`config.mk`:
```
export PLATFORM = sky130hd
export DESIGN_NAME = arlt_cell
export DESIGN_NICKNAME = d
export VERILOG_FILES = /design/src/arlt_pkg.sv /design/src/arlt_cell.sv
export SDC_FILE = /design/constraint.sdc
export NUM_CORES = 1
export LEC_CHECK = 0
export ABC_CLOCK_PERIOD_IN_PS = 7800
export BUFFER_PORTS_ARGS = -buffer_cell sky130_fd_sc_hd__buf_2
export CAP_MARGIN = 10
export CORE_AREA = 2 2 158 160
export CTS_CLUSTER_SIZE = 8
export DETAILED_ROUTE_END_ITERATION = 16
export DIE_AREA = 0 0 160 162
export PLACE_DENSITY = 0.68
export SLEW_MARGIN = 25
export SYNTH_ARGS = -nofsm -noshare
export SYNTH_HDL_FRONTEND = slang
export SYNTH_SLANG_ARGS = --single-unit
```
`constraint.sdc`:
```
create_clock -name clk -period 7.8 [get_ports clk]
set_input_delay 2.34 -clock clk [delete_from_list [all_inputs] [get_ports clk]]
set_output_delay 2.34 -clock clk [all_outputs]
set_load 0.01 [all_outputs]
```
`src/arlt_pkg.sv`:
```
// ---------------------------------------------------------------------------
// arlt_pkg: shared definitions for the address region table
// Operation and status codes, default sizes and the cell control bundle.
// ---------------------------------------------------------------------------
package arlt_pkg;

  localparam int TABLE_ENTRIES_DEF = 128;
  localparam int ADDR_BITS_DEF     = 48;

  localparam int OP_W      = 2;
  localparam int SEG_W     = 32;
  localparam int STATUS_W  = 3;
  localparam int REMOVED_W = 8;

  localparam logic [OP_W-1:0] OP_FIND   = 2'd0;
  localparam logic [OP_W-1:0] OP_ADD    = 2'd1;
  localparam logic [OP_W-1:0] OP_REMOVE = 2'd2;

  localparam logic [STATUS_W-1:0] ST_OK      = 3'd0;
  localparam logic [STATUS_W-1:0] ST_MISS    = 3'd1;
  localparam logic [STATUS_W-1:0] ST_FULL    = 3'd2;
  localparam logic [STATUS_W-1:0] ST_OVERLAP = 3'd3;
  localparam logic [STATUS_W-1:0] ST_ZERO    = 3'd4;

  typedef struct packed {
    logic cmp_en;   // latch match flags against the query
    logic add_op;   // query end address also counts as a match
    logic wr_en;    // write the selected cell
    logic clr;      // drop matched entries
    logic shift;    // one compaction step
  } cell_ctl_t;

endpackage

```
`src/arlt_cell.sv`:
```
// ---------------------------------------------------------------------------
// arlt_cell: one table slot
// Holds one range, compares it with the query and takes part in compaction
// by pulling its successor's contents into an empty slot.
// ---------------------------------------------------------------------------
module arlt_cell #(
  parameter int ADDR_BITS = arlt_pkg::ADDR_BITS_DEF
) (
  input  logic                       clk,
  input  logic                       rst_n,
  input  arlt_pkg::cell_ctl_t        ctl,
  input  logic                       wr_sel,
  input  logic [ADDR_BITS-1:0]       q_addr,
  input  logic [ADDR_BITS-1:0]       q_end,
  input  logic [arlt_pkg::SEG_W-1:0] q_seg,
  input  logic                       prv_valid,
  input  logic                       nxt_valid,
  input  logic [ADDR_BITS-1:0]       nxt_start,
  input  logic [ADDR_BITS-1:0]       nxt_end,
  input  logic [arlt_pkg::SEG_W-1:0] nxt_seg,
  input  logic                       nxt_match,
  output logic                       valid_o,
  output logic [ADDR_BITS-1:0]       start_o,
  output logic [ADDR_BITS-1:0]       end_o,
  output logic [arlt_pkg::SEG_W-1:0] seg_o,
  output logic                       match_o
);

  logic                       valid_r, valid_nxt;
  logic                       match_r, match_nxt;
  logic [ADDR_BITS-1:0]       start_r, start_nxt;
  logic [ADDR_BITS-1:0]       end_r, end_nxt;
  logic [arlt_pkg::SEG_W-1:0] seg_r, seg_nxt;
  logic                       hit_a, hit_e;

  assign hit_a = (q_addr >= start_r) && (q_addr < end_r);
  assign hit_e = (q_end >= start_r) && (q_end < end_r);

  always_comb begin
    valid_nxt = valid_r;
    match_nxt = match_r;
    start_nxt = start_r;
    end_nxt   = end_r;
    seg_nxt   = seg_r;
    if (ctl.wr_en && wr_sel) begin
      valid_nxt = 1'b1;
      start_nxt = q_addr;
      end_nxt   = q_end;
      seg_nxt   = q_seg;
    end
    if (ctl.cmp_en) begin
      match_nxt = valid_r && (hit_a || (ctl.add_op && hit_e));
    end
    if (ctl.clr) begin
      valid_nxt = valid_r && !match_r;
    end
    if (ctl.shift) begin
      match_nxt = nxt_match;
      if (!valid_r) begin
        valid_nxt = nxt_valid;
        start_nxt = nxt_start;
        end_nxt   = nxt_end;
        seg_nxt   = nxt_seg;
      end else if (!prv_valid) begin
        valid_nxt = 1'b0;
      end
    end
  end

  always_ff @(posedge clk) begin
    if (!rst_n) begin
      valid_r <= 1'b0;
      match_r <= 1'b0;
    end else begin
      valid_r <= valid_nxt;
      match_r <= match_nxt;
    end
    start_r <= start_nxt;
    end_r   <= end_nxt;
    seg_r   <= seg_nxt;
  end

  assign valid_o = valid_r;
  assign start_o = start_r;
  assign end_o   = end_r;
  assign seg_o   = seg_r;
  assign match_o = match_r;

endmodule

```
==> metrics list <==
- Counting distinct cell types in the post-synthesis netlist gives 39.
* Filler instances: 2365
- Among all flip-flop cells after synthesis, the most frequent one is sky130_fd_sc_hd__dfxtp_1.
* Cell-by-cell trace of the critical path: buf_2 > ha_1 > nand4_1 > nor3_1 > o311ai_0 > a21oi_1 > o21ai_0 > a21oi_1 > o211ai_1
- At the pin with the least slew margin, the transition time is 1.10 ns.
* Setup repair bufs after CTS: 0
- Max_slew headroom: 26.6%
* Cell depth of the worst min-delay path: 2
* Top cell type's share of synthesized area: 27.1%
- Master cell of the clock root buffer: sky130_fd_sc_hd__clkbuf_16
* Area growth syn-to-layout: 29.6%
* Sum of routed wire length over all layers: 29.3 mm
* Min cycle time layout: 4.16 ns
- Top delay family on crit path: compound AO/OA/AOI/OAI gates
* Number of antenna violations at the first check in global routing: 1
- In this run, CTS created clock tree buffers numbering 17.
- Die X: 160 microns
* Class of the most critical hold timing path: register to register
- Summed over all instances, the cell type with the most area after synthesis is sky130_fd_sc_hd__dfxtp_1.
- Maximum cell stage delay along the critical path: 0.47 ns
- Total area of multi-input combinational cells: 0.00649 sq mm
- After synthesis, flip-flops and latches occupy 27.1% of the total area.
- Summed over all layers, the global routing overflow is 0.
- The longest clock path from root to sink contains 2 buffers.
- The slowest stage of the critical path is the sky130_fd_sc_hd__nor3_1 cell.
- By instance count, the cell type seen most on the critical path is sky130_fd_sc_hd__a21oi_1.
- Together, buffers and inverters on the worst path number 1.
- Count of standard-cell rows: 57
* Signal arrival time at the worst endpoint: 4.45 ns
- Worst reg2reg startpoint: end_o[30]$_DFF_P_
- In this run the power density over the cells is 195 mW/mm^2.
- Final count of hold timing violations: 0
- In this run the critical register-to-register path is captured at match_o$_SDFFE_PN0P_.
- The synthesized design contains 130 register bits.
- Setup_tns: 0 ns
- Across the whole layout, storage elements account for 0.00260 sq mm.
* Clk pin slew, worst setup/hold paths: 0.07 ns
* Number of port buffers: 396
- R2R cell count: 9
* Required time reported for the critical path endpoint: 8.09 ns
- In the routed design, unresolved DRC markers number 0.
- Type of origin of the critical path: primary input
* Worst hold-check slack: 0.538 ns
- Core area: 0.0241 sq mm
* Startpoint of the lowest-slack hold path: seg_o[12]$_DFF_P_
- RSZ-0062 raised after global routing: false
* Overall Global Routing Usage: 22.0%
* Maximum clock rate: 240 MHz
- Pin placement for this block handled 397 I/O pins.
- Die area: 0.0259 sq mm
* Level count of the clock H-tree: 4
- Detailed placement HPWL: 23.5 mm
- The first routing iteration left 513 violations.
- Number of global-route vias before repair: 9177
* Post-synthesis average cell area: 8.38 sq um
- Ys Warns: 0
* Diode count: 0
* Number of vias in the routed layout: 9280
- Most frequent cell after synthesis: sky130_fd_sc_hd__ha_1
- The synthesized design contains 0 enable-type register cells.
- In this run, post-CTS hold repair placed 0 buffers.
- For this configuration, the core starts out at a cell density of 39.8%.
- Overall die height: 162 microns
* Setup slack of the worst register-to-register path: 5.25 ns
- The first detailed-routing pass ran for 5 iterations.
* Crit Path Class: primary input to register
- The final layout contains 1977 nets.
- Timing analysis after detailed placement gives a worst setup slack of 3.28 ns.
* Most frequent cells after synthesis: sky130_fd_sc_hd__ha_1, sky130_fd_sc_hd__nand2_1, sky130_fd_sc_hd__o21ai_0
- The clock drives 130 sinks.
* Outcome: completed
* Via density per instance: 5.00
- For this run, the share of the core covered by cells in the final layout is 51.6%.
* Post-detailed-route count of antenna-violating nets: 0
- Leakage component of the power: 6.94 nW
- Number of setup violations in the final report: 0
- Clock tree from TritonCTS: done
- Routability-driven placement finished with a final weighted congestion of 0.855.
- VDD sags by at most 0.000105 V.
- After synthesis, the share of flip-flops with an asynchronous set or reset is 0%.
* Share of cells above drive strength 1: 28.3%
- Dividing the detail-routed wire length by the instance count gives 15.8 microns.
* Max FO, Critical Path: 3
- The tool flagged a number of max-cap violations equal to 0.
- Slew Viols, Final: 0
- Final cycle utilization of the critical path: 53.4%
- For the final database, setup skew stands at 0.00896 ns.
- Post-Syn Area: 0.00960 sq mm
- Gate Count Post-Synth: 1145
- Global-route wire length before repair: 46.4 mm
- Worst-skew pair later-pin latency: 0.43 ns
- Final setup slack of the worst path: 3.64 ns
* End point of the worst hold path: seg_o[12]$_DFF_P_
- The worst setup path is captured at a register.
- Post-Syn Nets: 1602
* Ranking of synthesized cells by area: sky130_fd_sc_hd__dfxtp_1, sky130_fd_sc_hd__ha_1, sky130_fd_sc_hd__mux2i_1
* Number of resized instances in the post-cts repair step: 0
- Maximum number of pins on one net before global-route repair: 258
==> through the flow <==
stage | cell area, sq um | std cells | power [mW]
final | 12400 | 1857 | 2.42
after global routing | 12400 | 1857 | 2.59
after CTS | 12400 | 1857 | 2.45
after detailed placement | 11900 | 1825 | 1.64
after global placement | 11900 | 1825 | 1.63
after floorplan | 9600 | 1145 | 1.32
==> worst register-to-register path, cell delays in order, from the launching register on <==
cell                       delay, ns
sky130_fd_sc_hd__dfxtp_1        0.36
sky130_fd_sc_hd__inv_1          0.08
sky130_fd_sc_hd__ha_1           0.29
sky130_fd_sc_hd__nand4_1        0.14
sky130_fd_sc_hd__nor3_1         0.47
sky130_fd_sc_hd__o311ai_0       0.24
sky130_fd_sc_hd__a21oi_1        0.35
sky130_fd_sc_hd__o21ai_0        0.21
sky130_fd_sc_hd__a21oi_1        0.18
sky130_fd_sc_hd__o211ai_1       0.10
==> how the worst max path moves through the flow <==
stage,cells after the start,slack [ns],start,to
2_1_floorplan,9,3.74,q_end[37],match_o$_SDFFE_PN0P_
3_3_place_gp,9,3.27,q_addr[13],match_o$_SDFFE_PN0P_
3_5_place_dp,9,3.28,q_addr[30],match_o$_SDFFE_PN0P_
4_1_cts,9,3.72,q_addr[30],match_o$_SDFFE_PN0P_
5_1_grt,9,3.52,q_addr[30],match_o$_SDFFE_PN0P_
6_report,9,3.64,q_addr[30],match_o$_SDFFE_PN0P_
==> routing by layer <==
metal	up-vias	routed length, microns	track usage [%]	share of wire (%)
met1	4157	12900	26.8	44
met2	267	14500	39.9	49
met4	2	294	4.59	1.0
met5	-	7	0	0.024
met3	24	1650	4.78	5.6
li1	4830	-	-	-
==> area by class of cell <==
type / instances / share of cell area (%)
clock buffers: 17 / 3.42
clock inverters: 15 / 1.11
inverters: 97 / 2.93
multi-input cells: 876 / 52.1
flip-flops and latches: 130 / 20.9
well taps: 324 / 3.26
repair buffers: 398 / 16.2
==> where the power goes <==
| group | internal, mW | switching, mW |
|---|---|---|
| clock network | 0.422 | 0.369 |
| registers | 0.759 | 0.0692 |
| logic | 0.358 | 0.446 |
==> registers in the layout, summed over array words and instances, names as in the netlist <==
register and count:
end_o 48, valid_o 1, start_o 48, seg_o 32, match_o 1
==> kinds of logic (layout without fill, tap and decap cells) <==
kind of cell	after synthesis	after routing	synth area share, %
AOI/OAI and AO/OA	293	293	17.4
and+or+nand+nor	265	265	11.9
adders and majority gates	190	190	24.8
buffers and inverters	139	527	5.46
DFF	130	130	27.1
muxes	128	128	13.3
==> cells in the final DEF, fill, tap and decap left out, types with 2 or more instances in the layout <==
master,instances
sky130_fd_sc_hd__dfxtp_1,130
sky130_fd_sc_hd__a2111oi_0,5
sky130_fd_sc_hd__o21a_1,5
sky130_fd_sc_hd__o211ai_1,2
sky130_fd_sc_hd__o21ai_0,159
sky130_fd_sc_hd__inv_1,97
sky130_fd_sc_hd__clkbuf_16,17
sky130_fd_sc_hd__a211oi_1,6
sky130_fd_sc_hd__inv_6,6
sky130_fd_sc_hd__nor4_1,3
sky130_fd_sc_hd__buf_12,2
sky130_fd_sc_hd__clkinv_4,5
sky130_fd_sc_hd__and4_1,4
sky130_fd_sc_hd__inv_8,3
sky130_fd_sc_hd__nand3_1,12
sky130_fd_sc_hd__a21o_1,32
sky130_fd_sc_hd__a221oi_1,3
sky130_fd_sc_hd__buf_2,396
sky130_fd_sc_hd__o2111ai_1,2
sky130_fd_sc_hd__nor2b_1,2
sky130_fd_sc_hd__nor3b_1,2
sky130_fd_sc_hd__a221o_1,2
sky130_fd_sc_hd__ha_1,190
sky130_fd_sc_hd__nor2_1,25
sky130_fd_sc_hd__nand4_1,27
sky130_fd_sc_hd__o31a_1,2
sky130_fd_sc_hd__mux2i_1,128
sky130_fd_sc_hd__nor3_1,11
sky130_fd_sc_hd__nand2b_1,4
sky130_fd_sc_hd__nand2_1,172
sky130_fd_sc_hd__a21oi_1,65
(Power assumes the default switching activity.)
